File: src/rtl/sttl_pkg.sv
package sttl_pkg;

    localparam int TABLE_ENTRIES = 128;
    localparam int SLOT_W        = 7;

    localparam logic [15:0] ETH_IPV4  = 16'h0800;
    localparam logic [15:0] ETH_IPV6  = 16'h86DD;
    localparam logic [7:0]  PROTO_TCP = 8'd6;
    localparam logic [7:0]  V6_TCP_START = 8'd54;

    typedef enum logic [1:0] {
        OP_BYTE  = 2'd0,
        OP_WRITE = 2'd1,
        OP_READ  = 2'd2,
        OP_NONE  = 2'd3
    } t_op;

    localparam logic [2:0] RSN_NOT_TCPIP = 3'd0;
    localparam logic [2:0] RSN_NOT_SYNACK = 3'd1;
    localparam logic [2:0] RSN_NO_MATCH  = 3'd2;
    localparam logic [2:0] RSN_RECORDED  = 3'd3;
    localparam logic [2:0] RSN_BAD_IHL   = 3'd4;
    localparam logic [2:0] RSN_TABLE_OP  = 3'd5;

    typedef enum logic [1:0] {
        ST_IDLE,
        ST_SEARCH,
        ST_DONE
    } t_state;

    // token passed along the cell chain during a frame lookup
    typedef struct packed {
        logic                 active;
        logic                 found;
        logic [SLOT_W-1:0]    slot;
    } t_tok;

    // command broadcast to every cell
    typedef struct packed {
        logic                 wr;
        logic [SLOT_W-1:0]    wr_slot;
        logic                 wr_valid;
        logic [63:0]          wr_high;
        logic [63:0]          wr_low;
        logic [15:0]          wr_port;
        logic                 rec;
        logic [SLOT_W-1:0]    rec_slot;
        logic [7:0]           rec_ttl;
        logic [63:0]          key_high;
        logic [63:0]          key_low;
        logic [15:0]          key_port;
    } t_cmd;

endpackage

File: src/rtl/sttl_cell.sv
module sttl_cell
    import sttl_pkg::*;
(
    input  logic              i_clk,
    input  logic              i_rst_n,
    input  logic [SLOT_W-1:0] i_index,
    input  t_cmd              i_cmd,
    input  t_tok              i_tok,
    output t_tok              o_tok,
    output logic              o_valid,
    output logic [7:0]        o_ttl
);
    logic        r_valid;
    logic [63:0] r_high;
    logic [63:0] r_low;
    logic [15:0] r_port;
    logic [7:0]  r_ttl;
    logic        w_match;
    t_tok        r_tok;

    assign w_match = r_valid && r_high == i_cmd.key_high && r_low == i_cmd.key_low
                     && r_port == i_cmd.key_port;

    always_ff @(posedge i_clk) begin
        if (!i_rst_n) begin
            r_valid <= 1'b0;
            r_tok   <= '0;
        end else begin
            r_tok.active <= i_tok.active;
            if (i_tok.active && !i_tok.found && w_match) begin
                r_tok.found <= 1'b1;
                r_tok.slot  <= i_index;
            end else begin
                r_tok.found <= i_tok.found;
                r_tok.slot  <= i_tok.slot;
            end
            if (i_cmd.wr && i_cmd.wr_slot == i_index) begin
                r_valid <= i_cmd.wr_valid;
            end
        end
        if (i_cmd.wr && i_cmd.wr_slot == i_index) begin
            r_high <= i_cmd.wr_high;
            r_low  <= i_cmd.wr_low;
            r_port <= i_cmd.wr_port;
            r_ttl  <= 8'd0;
        end else if (i_cmd.rec && i_cmd.rec_slot == i_index) begin
            r_ttl <= i_cmd.rec_ttl;
        end
    end

    assign o_tok   = r_tok;
    assign o_valid = r_valid;
    assign o_ttl   = r_ttl;
endmodule

File: config.mk
export PLATFORM = sky130hd
export DESIGN_NAME = sttl_cell
export DESIGN_NICKNAME = d
export VERILOG_FILES = /design/src/rtl/sttl_pkg.sv /design/src/rtl/sttl_cell.sv
export SDC_FILE = /design/constraint.sdc
export NUM_CORES = 1
export LEC_CHECK = 0
export ABC_CLOCK_PERIOD_IN_PS = 11050
export BUFFER_PORTS_ARGS = -buffer_cell sky130_fd_sc_hd__buf_2
export CORE_AREA = 2 2 135 137
export CTS_BUF_LIST = sky130_fd_sc_hd__clkbuf_8
export CTS_CLUSTER_SIZE = 14
export DETAILED_ROUTE_END_ITERATION = 7
export DIE_AREA = 0 0 137 139
export PLACE_DENSITY = 0.7
export SLEW_MARGIN = 20
export SYNTH_ARGS = -nofsm -noshare
export SYNTH_HDL_FRONTEND = slang
export SYNTH_SLANG_ARGS = --single-unit
File: constraint.sdc
create_clock -name i_clk -period 11.05 [get_ports i_clk]
set_input_delay 1.6575 -clock i_clk [delete_from_list [all_inputs] [get_ports i_clk]]
set_output_delay 1.6575 -clock i_clk [all_outputs]
set_load 0.02 [all_outputs]
# Word-level counts from Yosys, hierarchy flattened
# Cells that the tools add are included.
[op_classes]
eq_ne = 5
muxes = 1
reduce_logical = 8
[ops]
columns = ["cell", "n"]
rows = [
  ["64-bit == test", 2],
  ["16-bit == test", 1],
  ["7-bit == test", 2],
  ["8-bit 2-to-1 mux", 1],
  ["1-bit logical AND", 7],
  ["1-bit zero test", 1],
]
[totals]
output_inout_bits = 18
elab_cells = 22
in_bits = 331
register_bits = 162

# Longest topological paths before layout
# Gate-level depths: netlist (run 1).
[logic_depth]
ltp_word = 6
mapped_depth = 7
ltp_nobuf = 7

# Least setup slack after synthesis (run 1)
# No wires, ideal clock.
[synth_path]
kind = "input-to-reg"
startpoint = "in i_index[1]"
endpoint = "reg r_valid (netlist: o_valid)"
required_time_ns = 10.921
path_buffers = 0
path_slack_ns = 2.108
arrival_time_ns = 8.814
path_stages = 5
path_cell_list = "xnor2_1 > nand4_1 > nor2_1 > mux2i_1 > nor2b_1"
[synth_between]
elab_chain_cells = 2
[synth_lines]
columns = ["element", "line", "text"]
rows = [
  ["start: declaration", "sttl_cell.sv:6", "input logic [SLOT_W-1:0] i_index,"],
  ["7-bit == test", "sttl_cell.sv:37", "if (i_cmd.wr && i_cmd.wr_slot == i_index) begin"],
  ["1-bit logical AND", "sttl_cell.sv:37", ""],
  ["end signal: assignment", "sttl_cell.sv:38", "r_valid <= i_cmd.wr_valid;"],
  ["end: declaration", "sttl_cell.sv:13", "logic r_valid;"],
]
# No other way between the ends.
# A chain may end at the register's enable or synchronous reset.

# Worst setup path after layout (run 1)
[layout_path]
startpoint = "in i_cmd[71] (netlist name)"
endpoint = "reg r_tok, in the netlist o_tok[1]"
[layout_between]
elab_chain_cells = 5
[layout_lines]
columns = ["element", "line", "text"]
rows = [
  ["start: declaration", "sttl_cell.sv:7", "input t_cmd i_cmd,"],
  ["64-bit == test", "sttl_cell.sv:21", "assign w_match = r_valid && r_high == i_cmd.key_high && r_low == i_cmd.key_low"],
  ["1-bit logical AND", "sttl_cell.sv:21", ""],
  ["1-bit logical AND", "sttl_cell.sv:22", "&& r_port == i_cmd.key_port;"],
  ["1-bit logical AND", "sttl_cell.sv:30", "if (i_tok.active && !i_tok.found && w_match) begin"],
  ["8-bit 2-to-1 mux", "sttl_cell.sv:30", ""],
  ["end: declaration", "sttl_cell.sv:19", "t_tok r_tok;"],
]
# No other way between the ends.

==> results of run 1 <==
[worst min-delay path: cells and delay by family, from the launching register on]
family / cells / cell delay (ps)
flip-flops: 1 / 330
multiplexers: 1 / 60
AND/OR/NAND/NOR: 1 / 70
[placed cells by master (no fill, tap or decap), drive strengths merged, types with 2 or more instances in the layout]
| cell | Yosys | final |
|---|---|---|
| dfxtp | 18 | 18 |
| clkbuf | 0 | 17 |
| nor2 | 10 | 10 |
| nand2b | 3 | 3 |
| buf | 0 | 350 |
| clkinvlp | 0 | 2 |
| inv | 17 | 21 |
| edfxtp | 144 | 144 |
| nor4 | 31 | 31 |
| xor2 | 105 | 105 |
| diode | 0 | 2 |
| nand4 | 14 | 14 |
| clkinv | 3 | 11 |
| o2bb2ai | 2 | 2 |
| xnor2 | 29 | 29 |
| mux2i | 16 | 16 |
| a2111o | 5 | 5 |
| o22ai | 7 | 7 |
| nor2b | 24 | 24 |
[how the worst max path moves through the flow]
stage,startpoint,endpoint,slack (ps),depth (start not counted)
floorplan,i_index[1],o_valid$_SDFFE_PN0P_,2110,5
global placement,i_cmd[71],o_tok[3]$_SDFF_PN0_,6850,8
detailed placement,i_cmd[71],o_tok[6]$_SDFF_PN0_,6850,8
CTS,i_cmd[71],o_tok[6]$_SDFF_PN0_,7360,8
global route,i_cmd[71],o_tok[2]$_SDFF_PN0_,7320,8
finish,i_cmd[71],o_tok[1]$_SDFF_PN0_,7560,8
[state kept, by name (all words and copies together) (netlist names)]
signal   cells
o_tok        9
o_ttl        8
o_valid      1
r_high      64
r_low       64
r_port      16
[kinds of logic (layout without fill, tap and decap cells)]
kind of cell | after synthesis | after routing
flip-flops | 162 | 162
XOR/XNOR | 134 | 134
AND/OR/NAND/NOR | 89 | 89
buffers and inverters | 20 | 402
AO/OA/AOI/OAI | 19 | 19
multiplexers | 16 | 16
other | 0 | 2
[metrics by stage]
step	setup slack (ps)	utilization	instances	power (mW)
floorplan	2110	-	440	0.736
global placement	6850	0.503	1019	0.811
detailed placement	6850	0.503	1019	0.814
CTS	7360	0.524	1051	1.23
global route	7320	0.524	1053	1.26
finish	7560	0.524	1053	1.21
[layer usage]
| metal | wire length, um | share of wire | global-route usage |
|---|---|---|---|
| met5 | 13 | 0.00075 | 0 |
| met4 | 272 | 0.016 | 0.0662 |
| met3 | 1880 | 0.11 | 0.0724 |
| met2 | 8710 | 0.51 | 0.315 |
| met1 | 6360 | 0.37 | 0.193 |
[area by class of cell]
| cell class | instances | area, sq um |
|---|---|---|
| repair buffers | 350 | 1760 |
| clock buffers | 17 | 234 |
| flip-flops and latches | 162 | 4680 |
| inverters | 20 | 75.1 |
| clock inverters | 15 | 133 |
| diodes | 2 | 5.00 |
| multi-input cells | 258 | 2080 |
| well taps | 229 | 287 |
| fillers | 1587 | 8410 |
[power by group through the flow]
| stage | clock network, mW | registers, mW | logic, mW |
|---|---|---|---|
| after CTS | 0.424 | 0.679 | 0.122 |
| after global placement | 0 | 0.693 | 0.118 |
| after global routing | 0.446 | 0.680 | 0.132 |
| final | 0.408 | 0.679 | 0.120 |
| after floorplan | 0 | 0.701 | 0.0346 |
| after detailed placement | 0 | 0.693 | 0.121 |
==> summary.txt, run 1 <==
Outcome
  • Status: finished clean

Min path
  • Hold Path Depth: 2
  • Hold WC Path Type: reg2reg
  • HP Start: o_ttl[7]$_SDFFE_PP0P_
  • Hold Path End: o_ttl[7]$_SDFFE_PP0P_

Clocking
  • H-tree Lvls: 4
  • Post-cts sizing count: 0
  • Clock-pin slew on the worst setup and hold paths: 80 ps
  • Num CTS Buffers: 17
  • Postcts setup bufs: 0
  • Clock root cell: clkbuf_8
  • Worst skew pair latency: 440 ps
  • CTS hold repair buffers: 0
  • Clk buf depth: 2
  • CTS tree: done
  • CTS Sinks: 162

Logic synthesis
  • Yosys top cell area share: 0.633
  • Count leader, synth: edfxtp_1
  • Syn_nets: 771
  • Seq/Total Area, Yosys: 0.686
  • Post-Syn Instances: 440
  • Mux cell area share after synthesis: 0.0235
  • Post-synthesis simple-gate area fraction: 0.0841
  • Synth top area cells: edfxtp_1 (63%), xor2_1 (13%), dfxtp_1 (5.3%)
  • Synth Area in XOR/XNOR: 0.172
  • Compound-gate portion of the synthesized area: 0.0235
  • Post-synthesis cell type count: 30
  • Yosys top cell by area: edfxtp_1
  • Mean Syn Cell Area: 15.5 sq um
  • Synth Register Bits: 162
  • Main synth FF type: edfxtp_1
  • EDFF count, synth: 144
  • Warnings from Yosys: 0
  • Asr flop ratio synth: 0
  • Adder-cell share of the synthesized area: 0
  • Post-synth top cells: edfxtp_1 (144), xor2_1 (105), xnor2_1 (29)
  • Synthesized area: 6830 sq um
  • Largest family of logic cells by synthesized area: XOR/XNOR gates

Setup path
  • RR Startpoint: r_low[55]$_DFFE_PP_
  • Slowest-stage cell, CP: nor4_1
  • Critical-path cell list: buf_2 -> xor2_1 -> nor4_1 -> nand4_1 -> nor4_2 -> nand4_4 -> mux2i_1 -> nor2b_1
  • R2R setup slack: 8480 ps
  • Critical path class: in2reg
  • Crit path largest cell delay: 600 ps
  • R2R Path End: o_tok[1]$_SDFF_PN0_
  • Type of destination of the critical path: register
  • Crit path buf inv count: 1
  • Worst reg-to-reg path cell count: 7
  • CP Launch Type: primary input
  • Worst EP required: 11,370 ps
  • Max FO, Critical Path: 8
  • Critical Path AT: 3810 ps
  • Worst path top cell family by delay: simple AND/OR/NAND/NOR gates

Timing
  • Clock Skew: 13.0 ps
  • Fmax achieved: 287 MHz
  • Max_slew headroom: 0.309
  • Setup_tns: 0 ps
  • Worst Tran Pin Value: 1040 ps
  • Pins Over Slew Limit: 0
  • Final setup violating endpoints: 0
  • Fin crit share: 0.316
  • Fin crit period: 3490 ps
  • Final hold slack: 499 ps
  • RSZ-0062 raised after global routing: false
  • Hold Fails Final Rpt: 0

Pwr
  • Clk network pwr share: 0.338
  • Sw Pwr: 284 uW
  • Pleak: 3.90 nW
  • Switching fraction of total power: 0.236
  • Comb power frac: 0.099
  • Sequential power share: 0.563
  • Power Internal: 922 uW
  • Maximum vdd drop: 0.0923 mV
  • P per Cell Area: 130 nW/um^2

Placed design
  • Post-DP HPWL: 13.8 mm
  • Placer congestion estimate: 0.807
  • Area post-placement: 8880 sq um
  • PortBufs: 348

Floorplanning
  • Chip width: 137 um
  • Core area: 17,700 sq um
  • Die height: 139 um
  • I/O pin count: 349
  • Initial Utilization: 0.387
  • Die footprint: 19,000 sq um
  • Num rows: 49

Final layout
  • Layout area overhead: 35.5%
  • Share of layout cells above drive strength 1: 0.466
  • Nets: 1,140
  • Design area: 9250 sq um

GRT
  • Vias in the first global route: 5,131
  • Largest net degree at the start of global routing: 80
  • Initial antenna violation count: 3
  • GRT Residual Overflow: 0
  • GRT Total Usage: 0.180
  • First-pass GRT wire length: 25.4 mm

Flow run
  • Max-cap viol count: 0

Detailed routing
  • DR DRC count: 0
  • Number of vias per cell: 4.53
  • Final WL: 17.2 mm
  • Routed via count: 4,765
  • Drt pass-1 iters: 4
  • Avg WL per Cell: 16.4 um
  • Initial DRC count: 160
  • Antenna-violating nets left: 0
Note: power is estimated with default switching activity, not from simulation.
==> inputs of run 2 (changes only) <==
--- a/config.mk
+++ b/config.mk
@@ -5,14 +5,15 @@
 export SDC_FILE = /design/constraint.sdc
 export NUM_CORES = 1
 export LEC_CHECK = 0
-export ABC_CLOCK_PERIOD_IN_PS = 11050
+export ABC_AREA = 1
+export ABC_CLOCK_PERIOD_IN_PS = 2850
 export BUFFER_PORTS_ARGS = -buffer_cell sky130_fd_sc_hd__buf_2
-export CORE_AREA = 2 2 135 137
+export CORE_MARGIN = 2
+export CORE_UTILIZATION = 46
 export CTS_BUF_LIST = sky130_fd_sc_hd__clkbuf_8
 export CTS_CLUSTER_SIZE = 14
 export DETAILED_ROUTE_END_ITERATION = 7
-export DIE_AREA = 0 0 137 139
-export PLACE_DENSITY = 0.7
+export PLACE_DENSITY = 0.79
 export SLEW_MARGIN = 20
 export SYNTH_ARGS = -nofsm -noshare
 export SYNTH_HDL_FRONTEND = slang
==> constraint.sdc (replaced) <==
create_clock -name i_clk -period 2.85 [get_ports i_clk]
set_input_delay 0.4275 -clock i_clk [delete_from_list [all_inputs] [get_ports i_clk]]
set_output_delay 0.4275 -clock i_clk [all_outputs]
set_load 0.02 [all_outputs]
==> run 2 against run 1 <==
Via count rose by 74%. Total power increased to 4.3 times the previous value. Hold slack worse by 390 ps. Count of clock-buffer cells in the layout is the same. Utilization increased by 8.4 points. Combinational power rose to 6.1 times the previous value. First-iteration DRC count increased to 3.4 times the previous value. Worst setup slack got worse by 6700 ps. Critical path type is now reg2reg. Largest power group unchanged. Highest routed layer is now met4.
==> summary.txt, run 2 <==
Clocking
  • Postcts setup bufs: 0
  • Clock root cell: clkbuf_8
  • Worst skew pair latency: 480 ps
  • Post-cts sizing count: 0
  • CTS tree: done
  • H-tree Lvls: 4
  • Clock-pin slew on the worst setup and hold paths: 110 ps
  • CTS Sinks: 162
  • CTS hold repair buffers: 0
  • Clk buf depth: 2
  • Num CTS Buffers: 17

Setup path
  • Critical path destination: o_tok[6]$_SDFF_PN0_
  • R2R setup slack: 910 ps
  • Worst reg-to-reg path cell count: 10
  • R2R Path End: o_tok[6]$_SDFF_PN0_
  • Max FO, Critical Path: 8
  • Critical Path AT: 2360 ps
  • RR Startpoint: r_high[38]$_DFFE_PP_
  • CP Launch Type: register
  • Type of destination of the critical path: register
  • Critical path class: reg2reg
  • Worst EP required: 3270 ps
  • Critical Path Source: r_high[38]$_DFFE_PP_

GRT
  • Initial antenna violation count: 4
  • Largest net degree at the start of global routing: 60
  • GRT Residual Overflow: 0
  • GRT Total Usage: 0.263
  • First-pass GRT wire length: 39.7 mm
  • Vias in the first global route: 8,025

Timing
  • RSZ-0062 raised after global routing: false
  • Fmax achieved: 514 MHz
  • Final setup violating endpoints: 0
  • Clock Skew: 19.1 ps
  • Pins Over Slew Limit: 0
  • Worst Tran Pin Value: 690 ps
  • Max_slew headroom: 0.540
  • Fin crit period: 1940 ps
  • Hold Fails Final Rpt: 0
  • PnR worst setup slack: 905 ps
  • Fin crit share: 0.682

Logic synthesis
  • Asr flop ratio synth: 0
  • EDFF count, synth: 144
  • Yosys top cell by area: edfxtp_1
  • Main synth FF type: edfxtp_1
  • Mean Syn Cell Area: 7.70 sq um
  • Seq/Total Area, Yosys: 0.531
  • Post-synthesis cell type count: 29
  • Post-synth top cells: nand2_1 (414), inv_1 (212), nor2_1 (206)
  • Yosys top cell area share: 0.490
  • Synth Register Bits: 162
  • Warnings from Yosys: 0
  • Synth top area cells: edfxtp_1 (49%), nand2_1 (18%), inv_1 (9.0%)
  • Count leader, synth: nand2_1
  • Synthesized area: 8820 sq um
  • Post-Syn Instances: 1,146
  • Syn_nets: 1,477

Placed design
  • PortBufs: 348
  • Post-DP HPWL: 22.5 mm
  • Placer congestion estimate: 0.908
  • Setup WS pre-CTS: 631 ps

Pwr
  • Switching fraction of total power: 0.274
  • Sequential power share: 0.511
  • Overall Power: 5.22 mW
  • Comb power frac: 0.140
  • Maximum vdd drop: 0.301 mV
  • P per Cell Area: 457 nW/um^2
  • Clk network pwr share: 0.349
  • Sw Pwr: 1.43 mW
  • Pleak: 5.99 nW
  • Power Internal: 3.79 mW

Final layout
  • Top Registers: r_high: 64 flops, r_low: 64 flops, r_port: 16 flops
  • Share of layout cells above drive strength 1: 0.268
  • Commonest non-fill, non-tap cells in the layout: nand2_1 (412), buf_2 (348), inv_1 (211)
  • Final core utilization: 0.608
  • Nets: 1,847
  • Commonest non-fill, non-tap cell in the layout: nand2_1
  • Layout area overhead: 29.4%
  • Register area: 4680 sq um
  • Area of the multi-input gates: 3370 sq um
  • Layout filler cell count: 1,673

Floorplanning
  • Initial Utilization: 0.470
  • I/O pin count: 349
  • Die footprint: 20,300 sq um
  • Die height: 142 um
  • Core area: 18,800 sq um
  • Num rows: 50
  • Chip width: 142 um

Outcome
  • Status: finished clean

Detailed routing
  • Number of vias per cell: 4.68
  • DR DRC count: 0
  • Final WL: 26.9 mm
  • Initial DRC count: 544
  • Antenna-violating nets left: 0
  • Drt pass-1 iters: 5
  • Routed via count: 8,272
  • Avg WL per Cell: 15.2 um

Min path
  • Hold WC Path Type: in2reg

Flow run
  • Max-cap viol count: 0
==> run 2: cell types whose count changed after synthesis, sizes merged, moves of 17 or more <==
cell and change:
nor2 +199, xor2 -79, nor4 -29, nand2 +416, nand3 +17, o21ai +29, nor2b -24, inv +198
==> run 2: cells by family (layout without fill, tap and decap cells) <==
group,after synthesis,in the layout,share of synthesized area
AOI/OAI and AO/OA,44,44,0.0284
xor gates and xnor gates,39,39,0.0387
buffers and inverters,216,598,0.0919
DFF,162,162,0.531
other,0,4,0
and+or+nand+nor,685,685,0.310
==> run 2: power by group through the flow <==
stage                     logic [mW]  registers [mW]  clock network (mW)
final                          0.729            2.67                1.82
after global routing           0.808            2.68                1.94
after CTS                      0.730            2.67                1.86
after detailed placement       0.727            2.72                   0
after global placement         0.708            2.72                   0
after floorplan                0.288            2.78                   0
==> run 2: worst max-delay path: stages, from the launching register on <==
cell	delay, ps
edfxtp_1	390
xor2_1	150
nor2_1	370
nand2_1	90
nor2_1	160
nand2_1	80
nor2_1	90
nand3_1	120
nor2_4	240
nor2_1	80
nor2_1	110
==> run 2: worst min path at each step <==
| stage | from | end | slack (ps) | cells past startpoint |
|---|---|---|---|---|
| after floorplan | i_tok[8] | o_tok[8]$_SDFF_PN0_ | 520 | 2 |
| after global placement | o_ttl[3]$_SDFFE_PP0P_ | o_ttl[3]$_SDFFE_PP0P_ | 460 | 2 |
| after detailed placement | o_ttl[1]$_SDFFE_PP0P_ | o_ttl[1]$_SDFFE_PP0P_ | 470 | 2 |
| after CTS | i_cmd[297] | r_high[57]$_DFFE_PP_ | 80 | 1 |
| after global routing | i_cmd[302] | r_high[62]$_DFFE_PP_ | 80 | 1 |
| final | i_cmd[221] | r_low[45]$_DFFE_PP_ | 110 | 1 |
==> run 2: through the flow <==
step	cells	instance area [sq um]	hold slack, ps	setup TNS (ps)
2_1_floorplan	1146	8900	521	-424680
3_3_place_gp	1731	11000	459	0
3_5_place_dp	1731	11000	469	0
4_1_cts	1762	11400	79.1	0
5_1_grt	1766	11400	78.0	0
6_report	1766	11400	112	0
==> run 2: cell type report <==
type                    count  share of cell area
clock buffers              17              0.0205
inverters                 215              0.0732
diodes                      4            0.000877
multi-input cells         768               0.296
clock inverters            14              0.0163
flip-flops and latches    162               0.410
repair buffers            352               0.157
well taps                 234              0.0256
==> run 2: layer usage <==
layer / GRT usage / wire length [um] / vias up
li1: - / - / 4263
met1: 0.309 / 10900 / 3635
met2: 0.459 / 13400 / 317
met3: 0.0670 / 1870 / 57
met4: 0.108 / 751 / 0
met5: 0 / 0 / -
