--- src/rtl/sttl_pkg.sv ---
package sttl_pkg;

    localparam int TABLE_ENTRIES = 128;
    localparam int SLOT_W        = 7;

    localparam logic [15:0] ETH_IPV4  = 16'h0800;
    localparam logic [15:0] ETH_IPV6  = 16'h86DD;
    localparam logic [7:0]  PROTO_TCP = 8'd6;
    localparam logic [7:0]  V6_TCP_START = 8'd54;

    typedef enum logic [1:0] {
        OP_BYTE  = 2'd0,
        OP_WRITE = 2'd1,
        OP_READ  = 2'd2,
        OP_NONE  = 2'd3
    } t_op;

    localparam logic [2:0] RSN_NOT_TCPIP = 3'd0;
    localparam logic [2:0] RSN_NOT_SYNACK = 3'd1;
    localparam logic [2:0] RSN_NO_MATCH  = 3'd2;
    localparam logic [2:0] RSN_RECORDED  = 3'd3;
    localparam logic [2:0] RSN_BAD_IHL   = 3'd4;
    localparam logic [2:0] RSN_TABLE_OP  = 3'd5;

    typedef enum logic [1:0] {
        ST_IDLE,
        ST_SEARCH,
        ST_DONE
    } t_state;

    // token passed along the cell chain during a frame lookup
    typedef struct packed {
        logic                 active;
        logic                 found;
        logic [SLOT_W-1:0]    slot;
    } t_tok;

    // command broadcast to every cell
    typedef struct packed {
        logic                 wr;
        logic [SLOT_W-1:0]    wr_slot;
        logic                 wr_valid;
        logic [63:0]          wr_high;
        logic [63:0]          wr_low;
        logic [15:0]          wr_port;
        logic                 rec;
        logic [SLOT_W-1:0]    rec_slot;
        logic [7:0]           rec_ttl;
        logic [63:0]          key_high;
        logic [63:0]          key_low;
        logic [15:0]          key_port;
    } t_cmd;

endpackage

--- src/rtl/sttl_parser.sv ---
module sttl_parser
    import sttl_pkg::*;
(
    input  logic        i_clk,
    input  logic        i_rst_n,
    input  logic        i_en,
    input  logic [7:0]  i_byte,
    input  logic        i_last,
    output logic [15:0] o_etype,
    output logic [3:0]  o_ihl,
    output logic [7:0]  o_proto,
    output logic [7:0]  o_hop,
    output logic [63:0] o_high,
    output logic [63:0] o_low,
    output logic [15:0] o_port,
    output logic [7:0]  o_flags
);
    logic [7:0]  r_pos;
    logic [15:0] r_etype;
    logic [3:0]  r_ihl;
    logic [7:0]  r_proto, r_hop, r_flags;
    logic [63:0] r_high, r_low;
    logic [15:0] r_port;

    logic [15:0] n_etype;
    logic [3:0]  n_ihl;
    logic [7:0]  n_proto, n_hop, n_flags;
    logic [63:0] n_high, n_low;
    logic [15:0] n_port;
    logic [8:0]  w_tstart;
    logic        w_tcp;
    logic [8:0]  w_off;

    always_comb begin
        n_etype = r_etype; n_ihl = r_ihl; n_proto = r_proto; n_hop = r_hop;
        n_high = r_high; n_low = r_low; n_port = r_port; n_flags = r_flags;
        w_tstart = '0; w_tcp = 1'b0; w_off = '0;
        if (r_pos == 8'd12) n_etype = {i_byte, 8'h00};
        if (r_pos == 8'd13) n_etype = {r_etype[15:8], i_byte};
        if (n_etype == ETH_IPV4 && r_pos >= 8'd14) begin
            if (r_pos == 8'd14) n_ihl = i_byte[3:0];
            if (r_pos == 8'd22) n_hop = i_byte;
            if (r_pos == 8'd23) n_proto = i_byte;
            if (r_pos >= 8'd26 && r_pos <= 8'd29)
                n_low[8*2'(2'd1 - r_pos[1:0]) +: 8] = i_byte;
            if (r_pos > 8'd14 && r_ihl >= 4'd5) begin
                w_tstart = 9'd14 + {3'd0, r_ihl, 2'b00};
                w_tcp = 1'b1;
            end
        end else if (n_etype == ETH_IPV6 && r_pos >= 8'd14) begin
            if (r_pos == 8'd20) n_proto = i_byte;
            if (r_pos == 8'd21) n_hop = i_byte;
            if (r_pos >= 8'd22 && r_pos <= 8'd29)
                n_high[8*(3'd7 - 3'(r_pos - 8'd22)) +: 8] = i_byte;
            if (r_pos >= 8'd30 && r_pos <= 8'd37)
                n_low[8*(3'd7 - 3'(r_pos - 8'd30)) +: 8] = i_byte;
            w_tstart = {1'b0, V6_TCP_START};
            w_tcp = 1'b1;
        end
        if (w_tcp && {1'b0, r_pos} >= w_tstart) begin
            w_off = {1'b0, r_pos} - w_tstart;
            if (w_off == 9'd0) n_port = {i_byte, 8'h00};
            if (w_off == 9'd1) n_port = {r_port[15:8], i_byte};
            if (w_off == 9'd13) n_flags = i_byte;
        end
    end

    always_ff @(posedge i_clk) begin
        if (!i_rst_n || (i_en && i_last)) begin
            r_pos <= '0; r_etype <= '0; r_ihl <= '0; r_proto <= '0; r_hop <= '0;
            r_high <= '0; r_low <= '0; r_port <= '0; r_flags <= '0;
        end else if (i_en) begin
            if (r_pos != 8'd255) r_pos <= r_pos + 8'd1;
            r_etype <= n_etype; r_ihl <= n_ihl; r_proto <= n_proto; r_hop <= n_hop;
            r_high <= n_high; r_low <= n_low; r_port <= n_port; r_flags <= n_flags;
        end
    end

    // the last byte's fields are seen combinationally for the verdict
    assign o_etype = n_etype;
    assign o_ihl   = n_ihl;
    assign o_proto = n_proto;
    assign o_hop   = n_hop;
    assign o_high  = n_high;
    assign o_low   = n_low;
    assign o_port  = n_port;
    assign o_flags = n_flags;
endmodule

--- config.mk ---
export PLATFORM = sky130hd
export DESIGN_NAME = sttl_parser
export DESIGN_NICKNAME = d
export VERILOG_FILES = /design/src/rtl/sttl_pkg.sv /design/src/rtl/sttl_parser.sv
export SDC_FILE = /design/constraint.sdc
export NUM_CORES = 1
export LEC_CHECK = 0
export BUFFER_PORTS_ARGS = -buffer_cell sky130_fd_sc_hd__buf_2
export CORE_ASPECT_RATIO = 0.7
export CORE_MARGIN = 3
export CORE_UTILIZATION = 31
export DETAILED_ROUTE_END_ITERATION = 6
export GPL_ROUTABILITY_DRIVEN = 0
export HOLD_SLACK_MARGIN = 0.15
export REMOVE_ABC_BUFFERS = 1
export SLEW_MARGIN = 15
export SYNTH_ARGS = -nofsm -noshare
export SYNTH_HDL_FRONTEND = slang
export SYNTH_SLANG_ARGS = --single-unit
--- constraint.sdc ---
create_clock -name i_clk -period 17.7 [get_ports i_clk]
set_clock_uncertainty 0.2 [all_clocks]
set_input_delay 5.31 -clock i_clk [delete_from_list [all_inputs] [get_ports i_clk]]
set_output_delay 5.31 -clock i_clk [all_outputs]
set_load 0.05 [all_outputs]
# --- Yosys cells after proc, flatten, opt, wreduce, memory -nomap -nowiden ---
# Cells that the tools add are included.
classes:
  n_reduce_logical: 12
  eq_ne: 12
  muxes: 33
  n_addsub: 11
  shifts: 6
  order_cmp: 9
ops:
  columns: ["cell", "n"]
  rows:
  - ["2-to-1 mux 64 bit", 7]
  - ["bitwise mux 64 bit", 3]
  - ["variable shift 8 x 34 -> 64 bit (first input constant)", 3]
  - ["variable part select 8 x 34 -> 64 bit", 3]
  - ["2-to-1 mux 16 bit", 5]
  - ["2-to-1 mux 8 bit", 10]
  - ["negation 32 -> 34 bit", 2]
  - ["negation 5 -> 34 bit", 1]
  - ["equality test 8 x 5 -> 1 bit (second input constant)", 4]
  - ["equality test 8 x 4 -> 1 bit (second input constant)", 3]
  - ["greater-or-equal comparator 8 x 5 -> 1 bit (second input constant)", 3]
  - ["equality test 16 x 12 -> 1 bit (second input constant)", 1]
  - ["equality test 16 bit (second input constant)", 1]
  - ["equality test 9 x 1 -> 1 bit (second input constant)", 1]
  - ["equality test 9 x 4 -> 1 bit (second input constant)", 1]
  - ["greater-or-equal comparator 8 x 9 -> 1 bit", 1]
  - ["logical NOT 9 bit", 1]
  - ["2-to-1 mux 9 bit", 1]
  - ["subtractor 8 x 9 -> 9 bit", 1]
  - ["adder 8 x 1 -> 8 bit (second input constant)", 1]
  - ["greater-or-equal comparator 8 x 4 -> 1 bit (second input constant)", 1]
  - ["> comparator 8 x 4 -> 1 bit (second input constant)", 1]
  - ["<= comparator 8 x 5 -> 1 bit (second input constant)", 1]
  - ["<= comparator 8 x 6 -> 1 bit (second input constant)", 1]
  - ["other kinds (14)", 26]
word_totals:
  regBits: 196
  in_bits: 12
  out_inout_bits: 188
  elab_cells: 92

# --- Longest topological paths before layout ---
# Gate-level depths: netlist (run 1).
logic_depth:
  word_depth: 12
  depth_mapped: 23
  mapped_depth_nobuf: 17

# --- Worst setup path before layout (run 1) ---
# Ideal clock, no wire load.
synth_timing:
  path_kind: "input-to-output"
  startpoint: "input i_byte[5]"
  endpoint: "output o_port[10]"
  n_path_buf: 2
  required_time_ns: 12.190
  stages: 17
  arrival_ns: 9.507
  setup_slack_ns: 2.683
  cell_sequence: "nor3_1 > nand3_1 > a222oi_1 > o211a_1 > clkbuf_1 > nand3_1 > o21ai_0 > inv_1 > ha_1 > nand3b_1 > a21boi_0 > o211ai_1 > or3b_2 > a2111o_1 > buf_2 > nor2_4 > mux2_2"
synth_via:
  elab_chain_len: 11
  word_cells_on_any_way: 18
  classes_between: "1 x add/sub; 1 x order compare; 3 x eq/ne; 9 x mux; 4 x reduce/logical"
synth_lines:
  columns: ["element", "line_no", "source"]
  rows:
  - ["start, declared", "sttl_parser.sv:7", "input logic [7:0] i_byte,"]
  - ["2-to-1 mux 16 bit", "sttl_parser.sv:38", "if (r_pos == 8'd12) n_etype = {i_byte, 8'h00};"]
  - ["2-to-1 mux 16 bit (*)", "sttl_parser.sv:39", "if (r_pos == 8'd13) n_etype = {r_etype[15:8], i_byte};"]
  - ["equality test 16 bit", "sttl_parser.sv:50", "end else if (n_etype == ETH_IPV6 && r_pos >= 8'd14) begin"]
  - ["logical AND 1 bit", "sttl_parser.sv:50", null]
  - ["2-to-1 mux 6 bit", "sttl_parser.sv:50", null]
  - ["2-to-1 mux 9 bit", "sttl_parser.sv:40", "if (n_etype == ETH_IPV4 && r_pos >= 8'd14) begin"]
  - ["subtractor 8 x 9 -> 9 bit", "sttl_parser.sv:61", "w_off = {1'b0, r_pos} - w_tstart;"]
  - ["logical NOT 9 bit", "sttl_parser.sv:62", "if (w_off == 9'd0) n_port = {i_byte, 8'h00};"]
  - ["2-to-1 mux 16 bit", "sttl_parser.sv:62", null]
  - ["2-to-1 mux 16 bit", "sttl_parser.sv:63", "if (w_off == 9'd1) n_port = {r_port[15:8], i_byte};"]
  - ["2-to-1 mux 16 bit (*)", "sttl_parser.sv:60", "if (w_tcp && {1'b0, r_pos} >= w_tstart) begin"]
  - ["end, declared", "sttl_parser.sv:15", "output logic [15:0] o_port,"]
# Mark *: on every way between the ends. The rest lies on a longest branch, timed or not.

# --- Worst setup path after layout (run 1) ---
layout_timing:
  startpoint: "input i_byte[5]"
  endpoint: "output o_port[14]"
# Same word-level chain as after synthesis.

==> impl_metrics.csv, run 1 <==
group,metric,value,unit
run_status,status,"complete, no violations",
timing,worst_slack,1.26,ns
route,antenna_left,0,
global_route,antenna_found_initial,0,
global_route,grt_first_pass_wirelength,64600,um
placement,post-place-cells,1980,
clocking,cts.sinks,196,
pwr,ir_drop,0.0000468,V
critical_path,crit_type,"in2out",
synthesis,yosysUniqueCellTypes,82,
clocking,ctsHoldBuffers,0,
synthesis,synth_edf_count,0,
timing,fmax,0.0608,GHz
timing,tightest_slew,1.09,ns
route,drt-total-wl,42700,um
critical_path,cp.arrival,10.93,ns
floorplan,rows,57,
timing,period_share,92.9,%
synthesis,dominantRegCellSynth,"dfxtp_1",
final_layout,ff_latch_area,0.00392,mm^2
timing,setup_tns,0,ns
final_layout,drive_above_1_share,23.3,%
final_layout,area_growth,16.7,%
timing,slew_violations,0,
clocking,cts_resized,0,
pwr,power_density,69.1,mW/mm^2
route,wire_per_inst,21.2,um
synthesis,ys_ff_latch,196,
final_layout,instances_no_fill,2012,
timing,setup_violations,0,
timing,rsz0062_at_grt,"no",
clocking,htreeDepth,4,
timing,hold_viol_final,0,
synthesis,ys_seq_area_share,34.5,%
clocking,clk_latency,0.46,ns
route,dr_total_vias,11151,
critical_path,path_max_fanout,21,
synthesis,syn_area,0.0114,mm^2
floorplan,io_pins,200,
timing,holdWs,0.253,ns
route,drt-vias-per-instance,5.54,
critical_path,r2r_setup_slack,10.59,ns
floorplan,die_y,166,um
placement,dp_hpwl,30500,um
synthesis,synthDominantCellAreaShare,34.5,%
critical_path,setup.worst_path.start_class,"primary input",
route,drt_first_pass_iters,6,
global_route,overflow,0,
global_route,track_usage,21.1,%
synthesis,synth_top_area_cell,"dfxtp_1",
clocking,clk_pin_slew,0.07,ns
final_layout,final_cell_mix,"nand2_1, buf_2, dfxtp_1, nor2_1, mux2i_1",
worst_hold_path,hold_path_class,"reg2reg",
floorplan,die_w,235,um
floorplan,core,0.0354,mm^2
route,remaining_drc_errors,0,
synthesis,ys_async_sr_fraction,0,%
final_layout,fin_nets,1559,
placement,place_area,0.0127,mm^2
synthesis,avgSynthCellArea,8.18,um^2
global_route,grt_max_degree,88,
timing,slew_headroom,26.7,%
critical_path,cp-end-kind,"output port",
pwr,p_leak,5.67,nW
route,drtIter0Drc,1112,
final_layout,multiInputGateArea,0.00697,mm^2
global_route,grt_pass1_vias,10314,
synthesis,ys_warn_count,0,
placement,portBuffers,199,
final_layout,final_common_cell,"nand2_1",
job,cap_violations,0,
placement,dpl_worst_slack,1.42,ns
floorplan,initial_core_util,32.1,%
critical_path,cp.required,12.19,ns
clocking,cts_tree,"built",
timing,period_minus_slack,16.44,ns
clocking,root_buffer,"clkbuf_16",
final_layout,design_area,0.0133,mm^2
clocking,cts_max_path_buffers,2,
floorplan,die_area,0.0390,mm^2
clocking,cts_buffers,17,
synthesis,syn_inst,1389,
clocking,cts_setup_buffers,0,
synthesis,synthTopCellsByArea,"dfxtp_1, mux2i_1, nand2_1, mux2_2, o21ai_0",
final_layout,fillers,3696,
[cell families after synthesis]
group	count (synthesis)	share of synthesized area (%)
simple gates	592	25.0
flops	196	34.5
mux	191	17.7
fa+ha+maj	20	2.27
compound gates	263	15.5
buf+inv	118	4.30
xor+xnor	9	0.694
[per-stage QoR]
step	util, %	power, mW
floorplan	-	0.492
global placement	35.8	0.530
detailed placement	35.8	0.530
CTS	37.5	0.925
global route	37.5	0.947
finish	37.5	0.917
[cells in the mapped netlist, types with 3 or more instances]
cell and count:
nor4b_1 5, o21ai_1 5, a311oi_1 4, mux2i_1 111
and4_1 4, and3_1 6, and2_1 24, a21oi_1 58
buf_2 14, and4b_1 4, nand3b_1 3, o32a_1 3
a222oi_1 4, buf_4 3, nor4_1 14, or2_2 3
or4_1 3, nand3_1 72, o211ai_1 3, o211a_1 4
a211oi_1 6, o21a_1 4, nand2_1 270, nor2_1 112
nor2b_1 3, or3_1 3, ha_1 19, clkbuf_1 72
a21o_1 4, o21ai_0 89, dfxtp_1 196, nand2b_1 6
xnor2_1 4, nand4_1 15, inv_1 21, nor3_1 16
buf_1 3, nor3_4 6, o22ai_1 8, mux2_2 80
a22o_1 45, o31ai_1 3, xor2_1 5
[state kept, by name, summed over array words and instances, names as in the netlist]
signal	count
r_high	64
r_flags	8
r_ihl	4
r_proto	8
r_hop	8
r_etype	16
r_pos	8
r_low	64
r_port	16
[worst max-delay path, cell delays in order]
cell and delay, ns:
buf_2 0.31, nor3_1 0.27, nand3_1 0.10, a222oi_1 0.80
o211a_1 0.61, nand3_1 0.30, o21ai_0 0.24, inv_1 0.10
ha_1 0.30, nand3b_1 0.14, a21boi_0 0.22, o211ai_1 0.12
or3b_2 0.52, a2111o_1 0.63, nor2_4 0.33, mux2_2 0.38
buf_2 0.21
[metal layers]
metal | vias up | GRT usage (%) | share of wire (%)
li1 | 5202 | - | -
met1 | 5454 | 30.7 | 48
met2 | 450 | 31.3 | 43
met3 | 45 | 5.43 | 7.9
met4 | 0 | 4.25 | 1.3
met5 | - | 0 | 0
[power by group]
| group | internal, mW | switching [mW] | total [mW] |
|---|---|---|---|
| clock | 0.191 | 0.204 | 0.395 |
| sequential | 0.441 | 0.000996 | 0.442 |
| combinational | 0.0152 | 0.0638 | 0.0791 |
| total | 0.648 | 0.269 | 0.917 |
[final cells by class]
cell class                 count  area share, %
antenna                        1         0.0189
clock buffer                  18           3.31
clock inverter                13           1.05
inverter                      23          0.651
multi-input combinational   1075           52.5
sequential                   196           29.6
tap                          472           4.46
timing repair buffer         214           8.36
[final timing paths]
| check | from | end | depth (start not counted) |
|---|---|---|---|
| worst max-delay path | i_byte[5] | o_port[14] | 17 |
| worst min-delay path | r_high[38] | r_high[38] | 2 |
| worst max register to register | r_pos[0] | r_port[15] | 17 |
| worst min register to register | r_high[38] | r_high[38] | 2 |
No activity file was read; power rests on OpenSTA's default activity.
==> run 2: changes to the inputs <==
--- a/config.mk
+++ b/config.mk
@@ -15,2 +15,3 @@
 export REMOVE_ABC_BUFFERS = 1
+export SETUP_SLACK_MARGIN = 0.4
 export SLEW_MARGIN = 15
==> constraint.sdc (replaced) <==
create_clock -name i_clk -period 17.7 [get_ports i_clk]
set_clock_uncertainty 0.2 [all_clocks]
set_input_delay 4.425 -clock i_clk [delete_from_list [all_inputs] [get_ports i_clk]]
set_output_delay 4.425 -clock i_clk [all_outputs]
set_load 0.05 [all_outputs]
==> run 2 against run 1 <==
  * Flip-flop and latch count unchanged
  * Total power increased by 0.81%
  * Utilization about the same
  * Die area unchanged
  * Cell count unchanged
  * First-iteration DRC count increased by 24%
  * Final area about the same
  * Critical path type unchanged
  * Largest cell class unchanged
  * Largest power group unchanged
==> impl_metrics.csv, run 2 (same netlist as run 1, synthesis figures left out) <==
group,metric,value,unit
global_route,grt_pass1_vias,10562,
final_layout,final_cell_mix,"nand2_1, buf_2, dfxtp_1, nor2_1, mux2i_1",
run_status,status,"complete, no violations",
floorplan,io_pins,200,
final_layout,reg.largest.list,"r_high x64, r_low x64",
clocking,cts_buffers,17,
final_layout,fin_nets,1558,
timing,period_minus_slack,14.56,ns
pwr,p_sw_share,28.8,%
job,cap_violations,0,
route,drt-total-wl,42500,um
floorplan,initial_core_util,32.1,%
route,remaining_drc_errors,0,
critical_path,setup.worst_path.start_class,"primary input",
route,drt_first_pass_iters,6,
timing,period_share,82.3,%
critical_path,cp.required,13.07,ns
global_route,grt_max_degree,88,
critical_path,path_max_fanout,21,
clocking,cts_resized,0,
clocking,clk_latency,0.46,ns
floorplan,die_area,0.0390,mm^2
final_layout,fillers,3716,
placement,dp_hpwl,30000,um
worst_hold_path,hold_path_class,"reg2reg",
clocking,clk_pin_slew,0.08,ns
timing,setup_tns,0,ns
final_layout,area_growth,16.8,%
clocking,cts.sinks,196,
timing,slew_violations,0,
pwr,ir_drop,0.0000469,V
clocking,cts_setup_buffers,0,
timing,tightest_slew,1.09,ns
route,drt-vias-per-instance,5.52,
pwr,pwr-share-comb,8.5,%
clocking,htreeDepth,4,
global_route,overflow,0,
route,wire_per_inst,21.1,um
timing,setup_violations,0,
floorplan,rows,57,
critical_path,slowest_stage,"a222oi_1",
pwr,p_leak,5.67,nW
global_route,track_usage,21.3,%
floorplan,die_y,166,um
clocking,cts_max_path_buffers,2,
route,antenna_left,0,
pwr,power_frac_clock,43.6,%
placement,portBuffers,199,
pwr,p_int,0.658,mW
clocking,root_buffer,"clkbuf_16",
global_route,grt_first_pass_wirelength,65200,um
critical_path,timing.rr.start,"r_pos[1]",
critical_path,cp_cell_sequence,"buf_2 -> nor3_1 -> nand3_1 -> a222oi_1 -> o211a_1 -> nand3_1 -> o21ai_0 -> inv_1 -> ha_1 -> nand3b_1 -> a21boi_0 -> o211ai_1 -> or3b_2 -> a2111o_1 -> nor2_4 -> mux2_2 -> buf_2",
timing,hold_viol_final,0,
worst_hold_path,hp-start,"r_high[31]",
critical_path,cp-end-kind,"output port",
pwr,power.total,0.924,mW
critical_path,cp.arrival,9.94,ns
route,drtIter0Drc,1374,
timing,rsz0062_at_grt,"no",
floorplan,die_w,235,um
route,dr_total_vias,11101,
clocking,cts_tree,"built",
global_route,antenna_found_initial,0,
pwr,seqPwrFrac,47.9,%
pwr,switchingPower,0.266,mW
timing,fmax,0.0687,GHz
timing,slew_headroom,26.2,%
pwr,power_density,69.7,mW/mm^2
final_layout,final_common_cell,"nand2_1",
clocking,ctsHoldBuffers,0,
floorplan,core,0.0354,mm^2
critical_path,slowest_delay,0.74,ns
critical_path,crit_type,"in2out",
final_layout,drive_above_1_share,23.3,%
critical_path,crit_start,"i_byte[5]",
## run 2: routing by layer
layer / up-vias / part of all wire [%] / GRT usage [%]
met5: - / 0 / 0
met4: 0 / 2.1 / 6.04
met3: 64 / 8.4 / 4.86
met2: 491 / 42 / 31.2
met1: 5327 / 47 / 31.1
li1: 5219 / - / -
## run 2: path summary, 6_finish.rpt
check	to	slack, ns	cells past startpoint
worst max-delay path	o_port[11]	3.14	17
worst min-delay path	r_high[31]	0.25	2
worst max register to register	r_port[9]	10.68	17
worst min register to register	r_high[31]	0.25	2
## run 2: through the flow
| step | std cells | setup slack (ns) | hold WS (ns) | area, um^2 | util [%] |
|---|---|---|---|---|---|
| after global routing | 2011 | 2.84 | 0.269 | 13300 | 37.5 |
| after CTS | 2011 | 3.22 | 0.255 | 13300 | 37.5 |
| after global placement | 1979 | 3.45 | 0.235 | 12700 | 35.8 |
| after detailed placement | 1979 | 3.25 | 0.244 | 12700 | 35.8 |
| after floorplan | 1294 | 4.52 | 0.227 | 11000 | - |
| final | 2012 | 3.14 | 0.254 | 13300 | 37.5 |
## run 2: area by class of cell
cell class              instances  area, um^2  area share, %
multi-input cells            1075        6970           52.5
flip-flops and latches        196        3920           29.6
repair buffers                213        1100           8.30
well taps                     472         591           4.45
clock buffers                  18         429           3.24
clock inverters                14         164           1.24
inverters                      23        86.3          0.651
diodes                          1        2.50         0.0189
## run 2: worst max-delay path, delay by kind of cell
family | cells | cell delay, ns
mux | 1 | 0.38
fa+ha+maj | 1 | 0.31
buf+inv | 3 | 0.61
simple gates | 6 | 1.63
compound gates | 6 | 2.56
## run 2: power by group through the flow
stage | sequential (mW) | combinational (mW) | clock (mW)
4_1_cts | 0.442 | 0.0772 | 0.414
6_report | 0.442 | 0.0788 | 0.403
3_3_place_gp | 0.453 | 0.0769 | 0
3_5_place_dp | 0.453 | 0.0770 | 0
2_1_floorplan | 0.453 | 0.0390 | 0
5_1_grt | 0.442 | 0.0849 | 0.430
